[src/rtl/core/skm_pkg.sv]
// Package: shared constants, types and codes of the skyline merge engine.
package skm_pkg;

    localparam int MAX_BUILDINGS = 32;
    localparam int POINT_DEPTH   = 64;
    localparam int FRAME_DEPTH   = 8;

    typedef enum logic [3:0] {
        ST_LOAD,
        ST_FRAME,
        ST_LEAF0,
        ST_LEAF1,
        ST_MRD,
        ST_MEX,
        ST_TL,
        ST_TR,
        ST_CPRD,
        ST_CPWR,
        ST_ORD,
        ST_OSHOW
    } state_t;

    typedef enum logic [4:0] {
        OP_NONE,
        OP_LOAD,
        OP_LOAD_LAST,
        OP_DESCEND,
        OP_ASCEND,
        OP_LEAF_RD,
        OP_LEAF_WR0,
        OP_LEAF_WR1,
        OP_MERGE_INIT,
        OP_RD_BOTH,
        OP_RD_LEFT,
        OP_RD_RIGHT,
        OP_MERGE_STEP,
        OP_TAIL_LEFT,
        OP_TAIL_RIGHT,
        OP_COPY_RD,
        OP_COPY_WR,
        OP_COPY_DONE,
        OP_OUT_RD,
        OP_OUT_NEXT,
        OP_OUT_DONE
    } dp_op_t;

    typedef enum logic [1:0] {
        PH_LEFT,
        PH_RIGHT,
        PH_MERGE
    } phase_t;

    typedef struct packed {
        logic [4:0] p;
        logic [4:0] r;
        phase_t     phase;
        logic [6:0] base;
        logic [6:0] mid;
    } frame_t;

    typedef struct packed {
        dp_op_t op;
    } skm_cmd_t;

    typedef struct packed {
        logic   frame_empty;
        phase_t phase;
        logic   leaf;
        logic   left_more;
        logic   right_more;
        logic   s_full;
        logic   copy_done;
        logic   out_last;
    } skm_status_t;

endpackage

[src/rtl/core/skm_ctrl.sv]
// Controller: sequencer of load, recursion walk, merge, copy and output.
module skm_ctrl
    import skm_pkg::*;
(
    input  logic        clk,
    input  logic        rst_n,
    input  logic        in_valid,
    input  logic        in_last,
    output logic        in_ready,
    input  logic        out_ready,
    output logic        out_valid,
    input  skm_status_t status,
    output skm_cmd_t    cmd
);

    state_t state_reg;
    state_t state_next;

    // Hold state
    always_ff @(posedge clk or negedge rst_n)
    begin
        if (!rst_n)
        begin
            state_reg <= ST_LOAD;
        end
        else
        begin
            state_reg <= state_next;
        end
    end

    // Choose next state
    always_comb
    begin
        state_next = state_reg;
        case (state_reg)
            ST_LOAD:
            begin
                if (in_valid && in_last)
                begin
                    state_next = ST_FRAME;
                end
            end
            ST_FRAME:
            begin
                if (status.frame_empty)
                begin
                    state_next = ST_ORD;
                end
                else if (status.phase == PH_LEFT && status.leaf)
                begin
                    state_next = ST_LEAF0;
                end
                else if (status.phase == PH_MERGE)
                begin
                    state_next = ST_MRD;
                end
            end
            ST_LEAF0: state_next = ST_LEAF1;
            ST_LEAF1: state_next = ST_FRAME;
            ST_MRD:
            begin
                if (status.left_more && status.right_more)
                begin
                    state_next = ST_MEX;
                end
                else if (status.left_more && !status.s_full)
                begin
                    state_next = ST_TL;
                end
                else if (status.right_more && !status.s_full)
                begin
                    state_next = ST_TR;
                end
                else
                begin
                    state_next = ST_CPRD;
                end
            end
            ST_MEX:   state_next = ST_MRD;
            ST_TL:    state_next = ST_MRD;
            ST_TR:    state_next = ST_MRD;
            ST_CPRD:  state_next = status.copy_done ? ST_FRAME : ST_CPWR;
            ST_CPWR:  state_next = ST_CPRD;
            ST_ORD:   state_next = ST_OSHOW;
            ST_OSHOW:
            begin
                if (out_ready)
                begin
                    state_next = status.out_last ? ST_LOAD : ST_ORD;
                end
            end
            default:  state_next = ST_LOAD;
        endcase
    end

    // Drive commands and handshakes
    always_comb
    begin
        cmd.op    = OP_NONE;
        in_ready  = 1'b0;
        out_valid = 1'b0;
        case (state_reg)
            ST_LOAD:
            begin
                in_ready = 1'b1;
                if (in_valid)
                begin
                    cmd.op = in_last ? OP_LOAD_LAST : OP_LOAD;
                end
            end
            ST_FRAME:
            begin
                if (!status.frame_empty)
                begin
                    case (status.phase)
                        PH_LEFT:  cmd.op = status.leaf ? OP_LEAF_RD : OP_DESCEND;
                        PH_RIGHT: cmd.op = OP_ASCEND;
                        PH_MERGE: cmd.op = OP_MERGE_INIT;
                        default:  cmd.op = OP_NONE;
                    endcase
                end
            end
            ST_LEAF0: cmd.op = OP_LEAF_WR0;
            ST_LEAF1: cmd.op = OP_LEAF_WR1;
            ST_MRD:
            begin
                if (status.left_more && status.right_more)
                begin
                    cmd.op = OP_RD_BOTH;
                end
                else if (status.left_more && !status.s_full)
                begin
                    cmd.op = OP_RD_LEFT;
                end
                else if (status.right_more && !status.s_full)
                begin
                    cmd.op = OP_RD_RIGHT;
                end
            end
            ST_MEX:   cmd.op = OP_MERGE_STEP;
            ST_TL:    cmd.op = OP_TAIL_LEFT;
            ST_TR:    cmd.op = OP_TAIL_RIGHT;
            ST_CPRD:  cmd.op = status.copy_done ? OP_COPY_DONE : OP_COPY_RD;
            ST_CPWR:  cmd.op = OP_COPY_WR;
            ST_ORD:   cmd.op = OP_OUT_RD;
            ST_OSHOW:
            begin
                out_valid = 1'b1;
                if (out_ready)
                begin
                    cmd.op = status.out_last ? OP_OUT_DONE : OP_OUT_NEXT;
                end
            end
            default:  cmd.op = OP_NONE;
        endcase
    end

endmodule

[config.mk]
export PLATFORM = sky130hd
export DESIGN_NAME = skm_ctrl
export DESIGN_NICKNAME = d
export VERILOG_FILES = /design/src/rtl/core/skm_pkg.sv /design/src/rtl/core/skm_ctrl.sv
export SDC_FILE = /design/constraint.sdc
export NUM_CORES = 1
export LEC_CHECK = 0
export BUFFER_PORTS_ARGS = -buffer_cell sky130_fd_sc_hd__buf_2
export CORE_MARGIN = 8
export CORE_UTILIZATION = 35
export DETAILED_ROUTE_END_ITERATION = 8
export PLACE_DENSITY = 0.59
export SLEW_MARGIN = 20
export SYNTH_ARGS = -nofsm -noshare
export SYNTH_HDL_FRONTEND = slang
export SYNTH_SLANG_ARGS = --single-unit
[constraint.sdc]
create_clock -name clk -period 3.3 [get_ports clk]
set_clock_uncertainty 0.2 [all_clocks]
set_input_delay 0.66 -clock clk [delete_from_list [all_inputs] [get_ports clk]]
set_output_delay 0.66 -clock clk [all_outputs]
set_load 0.01 [all_outputs]
==> results_dict.tcl, run 1 <==
set metrics [dict create \
    outcome "completed" \
    synth_top_area_cell "dfrtp_1" \
    cts_tree "done" \
    drv_slew 0 \
    dp_hpwl_um 1400 \
    ys_warn_count 0 \
    syn-num-nets 92 \
    leakage_uw 0.000348 \
    slew_headroom_pct 63.5 \
    min_period_ns 2.95 \
    rsz0062_at_grt "false" \
    cp-start-kind "flip-flop" \
    port_buffers 20 \
    ant_nets 0 \
    grt_pass1_vias 737 \
    end_kind "output port" \
    max_clock_freq_mhz 340 \
    cts_buffers 3 \
    routabilityCongestion 0.825 \
    stdcell_area_um2 731 \
    r2r_slack_ns 1.20 \
    hold_viol 0 \
    cp.arrival_ns 2.09 \
    post_cts_resize_count 0 \
    largest_reg_flops 4 \
    worstMarginPinSlew_ns 0.543 \
    die_area_um2 3230 \
    worstSetupPathType "reg2out" \
    path_max_fanout 14 \
    synth_xor_area_share_pct 1.50 \
    hold_buffers 0 \
    muxShareOfSynthArea_pct 1.71 \
    postCtsSetupBuffers 0 \
    areaGrowthSynthToFinish_pct 25.1 \
    die_w_um 56.9 \
    grt_max_degree 16 \
    timing.setup.tns_ns 0 \
    cpPeakStageDelay_ns 0.58 \
    ys_types 42 \
    irDropWorstVdd_uv 404 \
    clk_path_buf_depth 2 \
    synth_compound_area_share_pct 36.0 \
    synth_common_cells "nor2_1, a21oi_1, inv_1, nand2_1" \
    yosysMostFrequentCell "nor2_1" \
    synth_top_family_by_area "compound AO/OA/AOI/OAI gates" \
    cp_slowest_cell "dfrtp_1" \
    place_area_um2 708 \
    min_path_type "in2async" \
    avgRoutedWirePerCell_um 15.3 \
    num_antenna_cells 0 \
    r2r-end "state_reg[1]" \
    synth_edf_count 0 \
    clk-insertion-delay-late_ns 0.23 \
    wirelength_um 1780 \
    synth-simple-area-share_pct 35.5 \
    via_per_inst 5.95 \
    pin_count 21 \
    drt-initial-drc-count 16 \
    num_vias 690 \
    synthTopCellsByArea "dfrtp_1, nor2_1, a211o_1" \
    layout-drive-gt1-share_pct 33.0 \
    root_buffer "clkbuf_4" \
    rows 14 \
    r2r_start "state_reg[0]" \
    cts.clk_slew.worst_paths_ns 0.03 \
    synthAdderAreaFrac_pct 1.71 \
    ff2ff_path_depth 4 \
    max_cap_violations 0 \
    antenna_found_initial 0 \
    synth_top_area_share_pct 17.1 \
    syn-instance-count 78 \
    worstPathCellList "or4b_4, or3_4, o311ai_2, buf_2" \
    setup_violations 0 \
    layout.nets 116 \
    synth-seq-cells 4 \
    ys_seq_area_share_pct 17.1 \
    htree_num_levels 1 \
    fp.coreArea_um2 1540 \
    cts.sinks 4 \
    ys.flop_type "dfrtp_1" \
    required_ns 2.44 \
    first_pass_iters 4 \
    route.detailed.drc 0 \
    overflow 0 \
    p_per_area_nw_per_um2 722 \
    start_util_pct 37.9 \
    period_share_pct 89.2 \
    syn_avg_cell_area_um2 7.49 \
    grt.total_usage_pct 10.8 \
    synth_area_um2 584 \
    async_flop_share_pct 100 \
    grt_first_pass_wirelength_um 3060 \
    die_y_um 56.9 \
]
-- routing by layer --
| metal | GRT usage, % | share of wire (%) | vias to the layer above |
|---|---|---|---|
| met5 | 0 | 0 | - |
| met4 | 3.36 | 0 | 0 |
| met3 | 2.70 | 7.9 | 0 |
| met2 | 18.7 | 48 | 18 |
| met1 | 12.7 | 44 | 324 |
| li1 | - | - | 348 |
-- critical path, delay by kind of cell, from the launching register on --
| family | cells | cell delay, ns |
|---|---|---|
| AND/OR/NAND/NOR | 2 | 0.90 |
| AO/OA/AOI/OAI | 1 | 0.20 |
| buffers and inverters | 1 | 0.17 |
| flip-flops | 1 | 0.58 |
-- cells in the final DEF, fill, tap and decap left out, types with 2 or more instances in the layout --
cell type / Yosys / routed
nand2b_1: 4 / 4
buf_4: 0 / 3
nand3_1: 3 / 3
nor3_1: 3 / 3
o21a_1: 2 / 2
o21ai_0: 3 / 3
a21oi_1: 5 / 5
nor2_1: 7 / 7
a211o_1: 3 / 3
dfrtp_1: 4 / 4
and3_1: 2 / 2
inv_1: 5 / 5
clkbuf_4: 0 / 3
buf_2: 3 / 20
nand2_1: 5 / 5
-- kinds of logic (layout without fill, tap and decap cells) --
group,after synthesis,in the layout
mux,1,1
flops,4,4
fa+ha+maj,1,1
simple gates,35,35
compound gates,27,27
xor+xnor,1,1
buf+inv,9,31
-- report_power, final --
part           total [µW]  internal (µW)  switching (µW)
logic                 376            171             205
registers            95.0           67.0            28.0
clock network        57.2           40.4            16.7
-- worst max-delay path by stage --
| stage | startpoint | endpoint | slack (ns) | depth (start not counted) |
|---|---|---|---|---|
| after global routing | state_reg[0] | cmd[1] | 0.27 | 4 |
| after global placement | state_reg[0] | cmd[1] | 0.61 | 4 |
| after CTS | state_reg[0] | cmd[1] | 0.35 | 4 |
| after detailed placement | state_reg[0] | cmd[1] | 0.60 | 4 |
| final | state_reg[0] | cmd[1] | 0.35 | 4 |
| after floorplan | state_reg[1] | cmd[2] | 0.83 | 3 |
-- final cells by class --
class,count,area [µm²]
clock buffer,3,22.5
fill,167,811
inverter,5,18.8
multi-input combinational,65,447
sequential,4,100
tap,16,20.0
timing repair buffer,23,123
-- through the flow --
stage                     utilization (%)  worst slack, ns  power (µW)  std cells  hold WS (ns)
final                                47.4            0.355         528        116        0.0271
after global routing                 47.4            0.268         576        116        0.0288
after CTS                            47.4            0.350         532        116        0.0186
after detailed placement             45.9            0.599         468        113         0.265
after global placement               45.9            0.606         470        113         0.265
after floorplan                         -            0.826         355         78         0.164
(Power assumes the default switching activity.)
==> run 2, diff against run 1 <==
--- a/config.mk
+++ b/config.mk
@@ -6,10 +6,11 @@
 export NUM_CORES = 1
 export LEC_CHECK = 0
 export BUFFER_PORTS_ARGS = -buffer_cell sky130_fd_sc_hd__buf_2
-export CORE_MARGIN = 8
-export CORE_UTILIZATION = 35
+export CORE_AREA = 8 8 45 47
 export DETAILED_ROUTE_END_ITERATION = 8
-export PLACE_DENSITY = 0.59
+export DIE_AREA = 0 0 53 55
+export HOLD_SLACK_MARGIN = 0.05
+export PLACE_DENSITY = 0.71
 export SLEW_MARGIN = 20
 export SYNTH_ARGS = -nofsm -noshare
 export SYNTH_HDL_FRONTEND = slang
==> results_dict.tcl, run 2 (synthesized netlist as in run 1, its figures left out) <==
set metrics [dict create \
    clk_path_buf_depth 2 \
    cts.sinks 4 \
    min_period_ns 2.93 \
    path_max_fanout 14 \
    wirelength_um 1690 \
    num_antenna_cells 0 \
    avgRoutedWirePerCell_um 14.7 \
    grt.total_usage_pct 11.9 \
    required_ns 2.44 \
    met2_usage_pct 18.9 \
    die_w_um 53 \
    cp_slowest_cell "dfrtp_1" \
    grt_first_pass_wirelength_um 2760 \
    layout-drive-gt1-share_pct 31.3 \
    crit_family "simple AND/OR/NAND/NOR gates" \
    postCtsSetupBuffers 0 \
    antenna_found_initial 0 \
    period_share_pct 88.8 \
    layout_commonest_cell "buf_2" \
    start_util_pct 42.2 \
    grt_max_degree 16 \
    end_kind "output port" \
    routabilityCongestion 0.867 \
    cts_tree "done" \
    hold_buffers 1 \
    multi_input_area_um2 447 \
    fin_hold_ws_ns 0.553 \
    die_area_um2 2920 \
    leakage_uw 0.000341 \
    overflow 0 \
    post-place-ws_ns 0.605 \
    die_y_um 55 \
    worstSetupPathType "reg2out" \
    cts.clk_slew.worst_paths_ns 0.04 \
    worstPathCellList "or4b_4, or3_4, o311ai_2, buf_2" \
    ant_nets 0 \
    cts_buffers 3 \
    r2r_slack_ns 1.22 \
    cpPeakStageDelay_ns 0.56 \
    max_clock_freq_mhz 341 \
    clk-insertion-delay-late_ns 0.24 \
    utilization_pct 52.4 \
    outcome "completed" \
    use_met3_pct 2.94 \
    drv_slew 0 \
    htree_num_levels 1 \
    root_buffer "clkbuf_4" \
    rows 14 \
    rsz0062_at_grt "false" \
    pin_count 21 \
    final_cell_mix "buf_2, nor2_1, inv_1, a21oi_1, nand2_1" \
    port_buffers 20 \
    timing.setup.tns_ns 0 \
    largest_reg_flops 4 \
    busiest_layer "met2" \
    dp_hpwl_um 1300 \
    post_cts_resize_count 0 \
    irDropWorstVdd_uv 424 \
    critical_path_buf_inv_count 1 \
    min_path_type "in2async" \
    worstMarginPinSlew_ns 0.503 \
    setup_violations 0 \
    p_per_area_nw_per_um2 711 \
    drt-initial-drc-count 22 \
    route.detailed.drc 0 \
    via_per_inst 6.11 \
    max_cap_violations 0 \
    areaGrowthSynthToFinish_pct 24.2 \
    ff_latch_area_um2 100 \
    first_pass_iters 4 \
    hold_viol 0 \
    cp.arrival_ns 2.07 \
    fillCellCount 148 \
    fp.coreArea_um2 1380 \
    grt_pass1_vias 631 \
    cp-start-kind "flip-flop" \
    slew_headroom_pct 66.2 \
    num_vias 703 \
    met1_usage_pct 15.4 \
    worst_slack_ns 0.371 \
    layout.nets 115 \
]
[run 2: changes by cell type in the layout (fill, tap and decap cells not counted)]
cell	before	now
buf_4	3	1
dlygate4sd3_1	0	1
[run 2: path summary, 6_finish.rpt]
check                        startpoint            to  cells after the start
min in group clk           state_reg[1]  state_reg[2]                      3
max                        state_reg[0]        cmd[1]                      4
max in group asynchronous         rst_n  state_reg[0]                      2
min                               rst_n  state_reg[3]                      2
min reg2reg                state_reg[1]  state_reg[2]                      3
max reg2reg                state_reg[0]  state_reg[1]                      4
[run 2: through the flow]
step	cells	cell area, µm²	total power (µW)
global placement	111	693	447
global route	115	726	560
detailed placement	111	693	449
CTS	115	726	514
finish	115	726	516
floorplan	78	584	355
[run 2: metal layers]
metal | up-vias | share of wire [%]
met3 | 2 | 7.9
met5 | - | 0
li1 | 344 | -
met2 | 31 | 46
met4 | 0 | 1.1
met1 | 326 | 45
[run 2: area by class of cell]
class	instances	area share, %
repair buffers	22	16.2
well taps	16	2.76
multi-input cells	65	61.6
inverters	5	2.59
clock buffers	3	3.10
flip-flops and latches	4	13.8
[run 2: power breakdown]
| group | switching [µW] | total (µW) | internal (µW) |
|---|---|---|---|
| combinational | 177 | 340 | 163 |
| sequential | 47.4 | 114 | 66.7 |
| clock | 21.8 | 62.6 | 40.8 |
